===== config.mk =====
export PLATFORM = sky130hd
export DESIGN_NAME = rsi_ram
export DESIGN_NICKNAME = d
export VERILOG_FILES = /design/src/hw/rtl/rsi_ram.sv
export SDC_FILE = /design/constraint.sdc
export NUM_CORES = 1
export LEC_CHECK = 0
export ABC_AREA = 0
export ABC_CLOCK_PERIOD_IN_PS = 4350
export BUFFER_PORTS_ARGS = -buffer_cell sky130_fd_sc_hd__buf_2
export CORE_ASPECT_RATIO = 0.5
export CORE_UTILIZATION = 25
export CTS_CLUSTER_DIAMETER = 50
export DETAILED_ROUTE_END_ITERATION = 8
export PLACE_DENSITY = 0.51
export REMOVE_ABC_BUFFERS = 1
export SLEW_MARGIN = 25
export SYNTH_ARGS = -nofsm -noshare
export SYNTH_HDL_FRONTEND = slang
export SYNTH_SLANG_ARGS = --single-unit

===== constraint.sdc =====
create_clock -name clk -period 4.35 [get_ports clk]
set_input_delay 0.87 -clock clk [delete_from_list [all_inputs] [get_ports clk]]
set_output_delay 0.87 -clock clk [all_outputs]
set_load 0.1 [all_outputs]

===== src/hw/rtl/rsi_ram.sv =====
module rsi_ram #(
  parameter int WIDTH = 32,
  parameter int DEPTH = 16
) (
  input  logic                     clk,
  input  logic                     we,
  input  logic [$clog2(DEPTH)-1:0] waddr,
  input  logic [WIDTH-1:0]         wdata,
  input  logic [$clog2(DEPTH)-1:0] raddr,
  output logic [WIDTH-1:0]         rdata
);

  logic [WIDTH-1:0] mem [DEPTH];

  always_ff @(posedge clk) begin
    if (we) begin
      mem[waddr] <= wdata;
    end
    rdata <= mem[raddr];
  end

endmodule


# == Word-level counts from Yosys, hierarchy flattened ==
# Memory sizes are Yosys's and may differ from the RTL's. A register that Yosys moved wholly into a read port is not among the register bits.
# Index checks and enable logic that the tools add are counted.
# word_totals
elab_cells,3
in_bits,42
memories,1
output_inout_bits,32
regBits,0
mem_bits_rw,512
# op_classes
n_mux,2
# memory_table
name,words,word_bits,rd,rd_ports_with_merged_regs,wr,line_no,source
mem,16,32,1,1,1,13,logic [WIDTH-1:0] mem [DEPTH];
# ops
cell,count
$mux 1,2

# == Depth between registers and ports, before layout ==
# logic_depth
depth_word,2
mapped_depth,5
depth_no_buf,3

# == Worst setup path before layout ==
# No wires, ideal clock.
# synth_timing
kind,input port to flip-flop
from,input port waddr[2]
to,memory mem[0][0] (enable)
stages,2
arrival_time_ns,3.588
setup_time_ns,0.461
t_required_ns,3.889
path_slack_ns,0.300
path_buffers,0
path_cell_list,or3b_2 > nor3_1
# synth_rtl
item,line_no,source
"start, declared",7,"input logic [$clog2(DEPTH)-1:0] waddr,"
"end, declared",13,
# No word-level cell before the write port.

==> results.toml <==
[floorplan]
die-area_um2 = 80600
initial_core_util_pct = 25.5
die_h_um = 201
rows = 72
die_x_um = 401
pin_count = 74
core_um2 = 77900

[place]
port_buffers = 73
dp.cells = 1937
place_congestion = 0.725
dpl.hpwl_mm = 23.9

[timing]
rsz0062_at_grt = "false"
setup_tns_ns = 0
max_freq_mhz = 429
post-route-min-period_ns = 2.33
worstMarginPinSlew_ns = 0.909
drv_slew = 0
finalCritPeriodShare_pct = 53.6
slew_headroom_pct = 39.3
clock_skew_ns = 0.0127
finalHoldViolations = 0
finalSetupViolations = 0

[synth]
synth_seq_cells = 544
yosys.area_share.adder_pct = 0
yosysMostFrequentCell = "edfxtp_1"
yosys_most_used_dff = "edfxtp_1"
synth_edf_count = 512
synth.avg_cell_area_um2 = 23.7
yosys.area_share.simple_pct = 1.27
synthXorXnorAreaFrac_pct = 0
synth_cells = 838
yosys-top-cells-area = "edfxtp_1 77%, mux4_2 15%, dfxtp_1 3.2%, a22oi_1 2.4%, nand2_1 0.62%"
yosys.area.top_type = "edfxtp_1"
async_flop_share_pct = 0
synth_commonest_cells = "512 x edfxtp_1, 128 x mux4_2, 64 x a22oi_1"
synth_mux_area_share_pct = 14.5
synth_compound_area_share_pct = 2.42
yosys_warnings = 0
yosysTopAreaCellShare_pct = 77.4
synth_top_family_by_area = "multiplexers"
netlist_area_um2 = 19900
synth_seq_area_share_pct = 80.7
synthDistinctLibCells = 18

[critical_path]
path_class = "primary input to register"
worst_ep_arrival_time_ns = 2.79
critPathRequiredTime_ns = 4.81
cp-end-kind = "register"
critPathLaunchType = "primary input"
cp_max_fo = 47

[layout]
final_cells = 2040
nFillCells = 7415
fin_nets = 1001
area_growth_pct = 18.3
drive_gt1_share_pct = 32.9

[routing]
num_vias = 8886
dr.pass1.iters = 7
routed_via_density = 4.36
initialDrtViolationCount = 825
drc = 0
wl_per_cell_um = 21.8
wl_mm = 44.5
postRouteAntennaNets = 0

[clock_tree]
clk_pin_slew_ns = 0.06
worst_skew_pair.late_latency_ns = 0.60
htreeDepth = 2
ctsHoldBuffers = 0
cts_setup_buffers = 0
cts_buffer_depth = 3
tritoncts = "yes"
numCtsBuffers = 56
cts_resized = 0
clockRootBuffer = "clkbuf_16"
clock-sinks = 544

[grt]
grt_pass1_wl_mm = 66.0
antenna_found_initial = 1
overflow = 0
grt_max_degree = 48
grt_pass1_vias = 9680
track_usage_pct = 11.1

[pwr]
ir_worst_vdd_mv = 0.292
p_per_area_nw_per_um2 = 475
clkPwrFrac_pct = 40.3
leakage_uw = 0.00736
seqPwrFrac_pct = 52.9
swShare_pct = 22.1
internal_power_uw = 8690
p_comb_share_pct = 6.9
power.switching_uw = 2470

[flow_run]
cap_violations = 0

[outcome]
status = "finished clean"

[worst_hold_path]
hp-class = "primary input to register"
-- layout by cell type, fill, tap and decap left out --
cell type / count
clkbuf_1: 24
nor2b_4: 2
nor2_4: 13
mux4_2: 128
diode_2: 1
nand3_1: 1
clkinv_4: 1
clkbuf_8: 6
dfxtp_1: 32
bufinv_16: 2
and2_2: 1
clkinv_1: 3
or3b_2: 1
nand2_1: 33
buf_2: 71
clkinv_2: 9
nand2b_1: 2
edfxtp_1: 512
a22oi_1: 64
clkbuf_16: 57
buf_4: 28
nor3_2: 4
buf_12: 6
inv_6: 1
nand3b_1: 2
-- layout make-up --
class / count / area (µm²) / share of cell area (%)
Sequential cell: 544 / 16000 / 68.2
Multi-Input combinational cell: 251 / 3750 / 16.0
Clock buffer: 86 / 1590 / 6.75
Tap cell: 1036 / 1300 / 5.52
Timing Repair Buffer: 106 / 699 / 2.98
Clock inverter: 16 / 134 / 0.570
Antenna cell: 1 / 2.50 / 0.0107
-- registers in the layout (all words and copies together), names as in the netlist --
signal and count:
mem 512, rdata 32
-- logic make-up after synthesis --
logic type	count (synthesis)
buf+inv	43
simple gates	59
mux	128
compound gates	64
flops	544
-- stage by stage --
step                      setup slack [ns]  utilization, %  hold WS, ns  power [µW]  instance area, µm²
after floorplan                      0.300               -        0.635        6480               19600
after global placement                1.39            27.9        0.659        6770               21800
after detailed placement              1.37            27.9        0.662        6790               21800
after CTS                             1.97            30.1        0.609       11300               23500
after global routing                  1.97            30.1        0.640       11500               23500
final                                 2.02            30.1        0.652       11200               23500
-- worst paths after layout --
kind	end	slack, ns	cells after the start	start
max	rdata[3]	2.02	5	raddr[1]
min	mem[6][30]	0.65	1	wdata[30]
max reg2reg	rdata[3]	2.98	3	mem[11][3]
min reg2reg	rdata[7]	0.67	3	mem[15][7]
-- layer usage --
metal	GRT usage [%]	up-vias	share of wire, %	routed length (µm)
li1	-	3826	-	-
met1	13.3	4793	40	17900
met2	20.4	203	53	23800
met3	1.54	64	4.2	1880
met4	3.52	0	2.2	990
met5	0	-	0	0
-- power by group through the flow --
stage                     Sequential (µW)  Clock (µW)  Combinational [µW]
after floorplan                      6250           0                 225
after detailed placement             6010           0                 782
final                                5900        4490                 766
after global routing                 5910        4800                 810
after CTS                            5900        4620                 782
after global placement               6000           0                 770
-- critical path, stage by stage --
cell	delay [ns]
buf_4	0.60
buf_4	0.49
mux4_2	0.37
a22oi_1	0.30
nand2_1	0.10
Note: power is estimated with default switching activity, not from simulation.
