### config.mk
export PLATFORM = sky130hd
export DESIGN_NAME = rsi_unit
export DESIGN_NICKNAME = d
export VERILOG_FILES = /design/src/hw/rtl/rsi_pkg.sv /design/src/hw/rtl/rsi_unit.sv
export SDC_FILE = /design/constraint.sdc
export NUM_CORES = 1
export LEC_CHECK = 0
export ABC_AREA = 1
export BUFFER_PORTS_ARGS = -buffer_cell sky130_fd_sc_hd__buf_2
export CAP_MARGIN = 0
export CORE_ASPECT_RATIO = 0.9
export CORE_MARGIN = 1.5
export CORE_UTILIZATION = 30
export CTS_CLUSTER_DIAMETER = 50
export DETAILED_ROUTE_END_ITERATION = 8
export PLACE_DENSITY = 0.44
export SYNTH_ARGS = -nofsm -noshare
export SYNTH_HDL_FRONTEND = slang
export SYNTH_SLANG_ARGS = --single-unit
export TNS_END_PERCENT = 100
### constraint.sdc
create_clock -name clk -period 7.39 [get_ports clk]
set_input_delay 0.3695 -clock clk [delete_from_list [all_inputs] [get_ports clk]]
set_output_delay 0.3695 -clock clk [all_outputs]
set_load 0.02 [all_outputs]
### src/hw/rtl/rsi_pkg.sv
package rsi_pkg;

  localparam int MAX_SQUARES = 16;
  localparam int IDX_W       = $clog2(MAX_SQUARES);
  localparam int CNT_W       = 5;
  localparam int VEC_W       = 32;
  localparam int ROW_W       = 3 * VEC_W;

  localparam logic signed [31:0] MIN_T = 32'sd6554;

  localparam logic [2:0] OP_LOAD_CENTER = 3'd0;
  localparam logic [2:0] OP_LOAD_NORMAL = 3'd1;
  localparam logic [2:0] OP_LOAD_SIZE   = 3'd2;
  localparam logic [2:0] OP_SET_ORIGIN  = 3'd3;
  localparam logic [2:0] OP_NEAREST     = 3'd4;
  localparam logic [2:0] OP_SHADOW      = 3'd5;

  typedef struct packed {
    logic [2:0]         opcode;
    logic [3:0]         slot;
    logic signed [31:0] vec_x;
    logic signed [31:0] vec_y;
    logic signed [31:0] vec_z;
    logic signed [31:0] bound_dist;
  } ray_in_t;

  typedef struct packed {
    logic               hit;
    logic signed [31:0] hit_distance;
    logic [3:0]         hit_index;
  } ray_out_t;

  // shared divide / square root unit
  typedef struct packed {
    logic        start;
    logic        is_sqrt;
    logic [63:0] num;
    logic [63:0] dvs;
  } unit_req_t;

  typedef struct packed {
    logic        done;
    logic [63:0] res;
  } unit_rsp_t;

endpackage

### src/hw/rtl/rsi_unit.sv
module rsi_unit (
  input  logic              clk,
  input  logic              rst,
  input  rsi_pkg::unit_req_t req,
  output rsi_pkg::unit_rsp_t rsp
);

  logic [64:0] acc;
  logic [63:0] q;
  logic [63:0] b;
  logic [5:0]  cnt;
  logic        busy;
  logic        is_sqrt;
  logic        done;

  logic [64:0] sh;
  logic [63:0] rb;

  assign sh = {acc[63:0], q[63]};
  assign rb = q + b;

  always_ff @(posedge clk) begin
    if (rst) begin
      busy <= 1'b0;
      done <= 1'b0;
    end else begin
      done <= 1'b0;
      if (req.start) begin
        busy    <= 1'b1;
        is_sqrt <= req.is_sqrt;
        if (req.is_sqrt) begin
          acc <= {1'b0, req.num};
          q   <= '0;
          b   <= 64'h4000_0000_0000_0000;
          cnt <= 6'd31;
        end else begin
          acc <= '0;
          q   <= req.num;
          b   <= req.dvs;
          cnt <= 6'd63;
        end
      end else if (busy) begin
        if (is_sqrt) begin
          if (acc[63:0] >= rb) begin
            acc <= acc - {1'b0, rb};
            q   <= (q >> 1) + b;
          end else begin
            q <= q >> 1;
          end
          b <= b >> 2;
        end else begin
          if (sh >= {1'b0, b}) begin
            acc <= sh - {1'b0, b};
            q   <= {q[62:0], 1'b1};
          end else begin
            acc <= sh;
            q   <= {q[62:0], 1'b0};
          end
        end
        if (cnt == 6'd0) begin
          busy <= 1'b0;
          done <= 1'b1;
        end else begin
          cnt <= cnt - 6'd1;
        end
      end
    end
  end

  assign rsp.done = done;
  assign rsp.res  = q;

endmodule

Word level (Yosys, flattened, before mapping) --
Cells that the tools add are included.
Storage, ports and cells: word-level logic and storage cells 51, input port bits 132, register bits after elaboration 202, output and inout bits 65
Cells by class: bitwise gates (word level) 2, add/sub/neg operators 5, reduce and logical (&&, ||, !) cells 9, mux-type cells 24, equality and inequality tests 2, magnitude comparators 2
Operators with widths (count):
- $mux 64 | 10
- $mux 65 | 5
- $sub 65x64->65 | 2
- $ge 65x64->1 | 1
- $add 63x64->64 | 1
- $add 64x64->64 | 1
- $ge 64x64->1 | 1
- $mux 6 | 4
- $reduce_and 3->1 | 3
- $logic_not 6->1 | 1
- $sub 6x1->6 const B | 1
- $mux 1 | 5
- $reduce_and 2->1 | 2
- $reduce_bool 2->1 | 2
- $ne 3x2->1 const B | 1
- $reduce_or 3->1 | 1
- $ne 2x2->1 const B | 1
- $not 1->1 | 2

Longest topological paths before layout --
depth in word-level cells 6, depth in mapped cells 29, mapped depth without buffers 29

Worst setup path before layout --
Ideal clock, no wire load.
kind register to register, from reg q[0], to reg acc[0] (enable), path buffers 1, data arrival time 5.136 ns, setup time 0.418 ns, stages on the path, launching flop included 24, period minus slack after synthesis 5.554 ns, slack 1.836 ns, data required time 6.972 ns, path through edfxtp_1 > ha_1 > inv_1 > fa_1 > nand3b_1 > nand2_1 > a21oi_1 > o21bai_1 > a21boi_0 > o21ai_0 > a21oi_1 > xor2_1 > ha_1 > nand2_1 > nor2_1 > nor2_1 > nor2_1 > nor2_2 > o21ai_1 > a21oi_4 > nand2_4 > buf_2 > o21ai_0 > inv_1
On the way: word-level cells in the longest chain between the ends 4
RTL lines:
- start: declaration | RTL line rsi_unit.sv:9 | logic [63:0] q;
- start signal: assignment | RTL line rsi_unit.sv:38 | q <= req.num;
- start signal: assignment | RTL line rsi_unit.sv:46 | q <= (q >> 1) + b;
- start signal: assignment | RTL line rsi_unit.sv:48 | q <= q >> 1;
- $add 64x64->64 | RTL line rsi_unit.sv:20 | assign rb = q + b;
- $ge 64x64->1 | RTL line rsi_unit.sv:44 | if (acc[63:0] >= rb) begin
- $ne 3x2->1 (no line)
- $reduce_and 3->1 (no line)
- end signal: assignment | RTL line rsi_unit.sv:32 | acc <= {1'b0, req.num};
- end signal: assignment | RTL line rsi_unit.sv:45 | acc <= acc - {1'b0, rb};
- end signal: assignment | RTL line rsi_unit.sv:53 | acc <= sh - {1'b0, b};
- end: declaration | RTL line rsi_unit.sv:8 | logic [64:0] acc;
No other way between the ends. A chain may end at the register's enable or synchronous reset.

Worst setup path after layout --
from reg q[13], to reg acc[27] (enable)
Same word-level chain as after synthesis.

==> flow_summary.toml <==
[critical_path]
cpPeakStageDelay_ns = 0.70
startpoint_type = "flip-flop"
crit_family = "simple AND/OR/NAND/NOR gates"
cp_max_fo = 34
rr_startpoint = "q[13]"
crit_top_cell = "nand2_1"
reg2reg_depth = 22
path_cells = "ha_1 > nand2_1 > nor2_1 > nand2_1 > o21ai_1 > a21boi_0 > o21ai_1 > nand2_1 > nand3b_1 > nand2_1 > ha_1 > inv_1 > nor3_1 > inv_1 > nor2_1 > nand2_1 > nor2_1 > nand2_4 > nand2_4 > o21ai_0 > inv_2 > buf_4"
crit_path_start = "q[13]"
cp.required_ns = 7.65
cp_num_buf_inv = 4
path_class = "reg -> reg"
cp.arrival_ns = 6.92
crit_path_end_kind = "flip-flop"
critPathSlowestCell = "inv_2"
critical_path_depth = 22

[placement]
hpwlAfterDp_um = 155000
port_buffers = 196
dp.cells = 6845
gp_congestion = 1.03
dpl_cell_area_um2 = 33800

[synthesis]
synthCells = 5354
synth_area_leaders = "nand2_1 (20%), edfxtp_1 (19%), inv_1 (11%), ha_1 (10%), nand3_1 (6.6%)"
synth.most_common_cell = "nand2_1"
synthArstFlopShare_pct = 0
ys.flop_type = "edfxtp_1"
synth_seq_cells = 201
synth_common_cells = "nand2_1 (1700), inv_1 (905), nor2_1 (515)"
yosys.area.top_type_share_pct = 20.4
syn_area_um2 = 31300
synth.distinct_cells = 53
syn-num-nets = 5746
avgSynthCellArea_um2 = 5.85
ys_seq_area_share_pct = 19.2
synth_edf_count = 199
yosysTopAreaCell = "nand2_1"
ys_warn_count = 0

[timing]
grt_setup_unrepaired = "no"
timing.final.crit_share_pct = 90.1
max_freq_ghz = 0.150
drv_slew = 0
post-route-min-period_ns = 6.66
worst_slew_pin_slew_ns = 1.20
setup_viol = 0
fin_worst_skew_ns = 0.0336
finalHoldViolCount = 0
slew_headroom_pct = 20.1
setup_tns_ns = 0

[clocking]
clockRootBuffer = "clkbuf_16"
clk_latency_ns = 0.59
holdBufCountCts = 0
clk_pin_slew_worst_paths_ns = 0.06
post_cts_buffers = 0
cts_tree = "yes"
clk_path_buf_depth = 3
cts_resized = 0
cts_sinks = 201
cts_buffers = 38
htree_num_levels = 2

[detailed_routing]
route.detailed.drc = 0
dr.pass1.iters = 6
routed_wl_um = 180000
ant_nets = 0
wl_per_cell_um = 26.0
initialDrtViolationCount = 3541
vias = 36800
viasPerCell = 5.32

[power]
finalPower_mw = 8.70
power_density_nw_per_um2 = 248
ir_drop_mv = 0.121
p_leak_nw = 17.4

[floorplan]
fp-row-count = 112
die_h_um = 310
num_io_pins = 197
die_area_um2 = 106000
die_x_um = 344
start_util_pct = 30.3
core_area_um2 = 104000

[finish]
nNetsFinal = 5909
stdcell_count = 6920
nFillCells = 11800
drive_gt1_share_pct = 6.31
area_delta_synth_final_pct = 12.0
design_area_um2 = 35100

[worst_hold_path]
hold_path_depth = 3
holdCritPathClass = "in -> reg"
hp-start = "req[62]"

[global_routing]
gr-total-overflow = 0
grt_start_max_net_pins = 145
grt_pass1_vias = 35300
antenna_found_initial = 13
grt_pass1_wl_um = 251000
grt.total_usage_pct = 33.2

[run]
maxCapViolCount = 0

[status]
outcome = "complete, no violations"
[registers in the layout, summed over array words and instances (netlist names)]
signal   flops
acc         64
b           64
q           64
cnt          6
busy         1
done         1
is_sqrt      1
[layout make-up]
| class | count | area (µm²) | area share (%) |
|---|---|---|---|
| multi-input cells | 4133 | 21400 | 61.0 |
| flip-flops and latches | 201 | 6020 | 17.1 |
| clock inverters | 30 | 334 | 0.952 |
| diodes | 6 | 15.0 | 0.0428 |
| well taps | 1368 | 1710 | 4.88 |
| inverters | 921 | 3460 | 9.85 |
| clock buffers | 39 | 955 | 2.72 |
| repair buffers | 222 | 1210 | 3.44 |
[worst register-to-register path, cell delays in order (launching register included)]
cell and delay (ns):
edfxtp_1 0.55, ha_1 0.45, nand2_1 0.13, nor2_1 0.21
nand2_1 0.07, o21ai_1 0.54, a21boi_0 0.35, o21ai_1 0.50
nand2_1 0.22, nand3b_1 0.14, nand2_1 0.13, ha_1 0.36
inv_1 0.10, nor3_1 0.27, inv_1 0.10, nor2_1 0.14
nand2_1 0.09, nor2_1 0.18, nand2_4 0.18, nand2_4 0.26
o21ai_0 0.15, inv_2 0.70, buf_4 0.49
[metal layers]
| metal | global-route usage (%) | vias to the layer above | part of all wire, % | wire (µm) |
|---|---|---|---|---|
| li1 | - | 17700 | - | - |
| met3 | 4.87 | 228 | 7.3 | 13100 |
| met1 | 47.4 | 17500 | 47 | 84000 |
| met2 | 50.8 | 1402 | 42 | 76100 |
| met5 | 0 | - | 0.014 | 25 |
| met4 | 11.0 | 4 | 3.7 | 6610 |
[cells by family (layout without fill, tap and decap cells)]
family | count (synthesis) | in the layout | share of synthesized area, %
buf+inv | 1020 | 1212 | 12.6
fa+ha+maj | 260 | 260 | 10.5
compound gates | 844 | 844 | 15.3
other cells | 0 | 6 | 0
flops | 201 | 201 | 19.2
xor+xnor | 129 | 129 | 3.61
simple gates | 2900 | 2900 | 38.8
[power by group]
group	switching (mW)	internal [mW]	total [mW]
Combinational	3.69	1.51	5.20
Clock	0.718	1.13	1.85
Sequential	0.207	1.44	1.64
Total	4.62	4.08	8.70
[path summary, 6_finish.rpt]
kind / end / slack [ns]
worst min register to register: done / 0.46
worst max register to register: acc[27] / 0.73
worst min-delay path: b[62] / 0.07
worst max-delay path: acc[27] / 0.73
[metrics by stage]
| stage | setup slack (ns) | util, % | hold slack (ns) |
|---|---|---|---|
| floorplan | 1.84 | - | 0.441 |
| global placement | 0.825 | 32.6 | 0.457 |
| detailed placement | 0.858 | 32.6 | 0.455 |
| CTS | 0.846 | 33.9 | 0.0338 |
| global route | 0.399 | 33.9 | 0.0654 |
| finish | 0.730 | 33.9 | 0.0662 |
[cells in the final DEF, fill, tap and decap left out, types with 5 or more instances in the layout]
cell type / Yosys / routed
nor3_1: 54 / 54
xnor2_1: 41 / 41
inv_2: 12 / 17
inv_6: 0 / 8
o21ai_0: 309 / 309
nand3_1: 415 / 415
clkbuf_16: 0 / 38
o211ai_1: 5 / 5
nand3b_1: 85 / 85
a31oi_1: 29 / 29
or2_2: 6 / 6
and2_1: 5 / 5
nand2_1: 1700 / 1700
bufinv_16: 0 / 5
nor2_4: 3 / 6
o21bai_1: 39 / 39
inv_1: 905 / 903
clkinv_1: 4 / 5
o21ai_1: 24 / 24
buf_4: 7 / 24
nor4_1: 9 / 9
a21boi_0: 14 / 14
nor2_1: 515 / 512
nand2_2: 9 / 9
nor2_2: 13 / 13
buf_2: 12 / 195
xor2_1: 88 / 88
edfxtp_1: 199 / 199
o21a_1: 13 / 13
clkinv_2: 0 / 5
a21o_1: 18 / 18
a21oi_1: 326 / 326
a32o_1: 50 / 50
diode_2: 0 / 6
nand4_1: 73 / 73
ha_1: 256 / 256
Note: power is estimated with default switching activity, not from simulation.
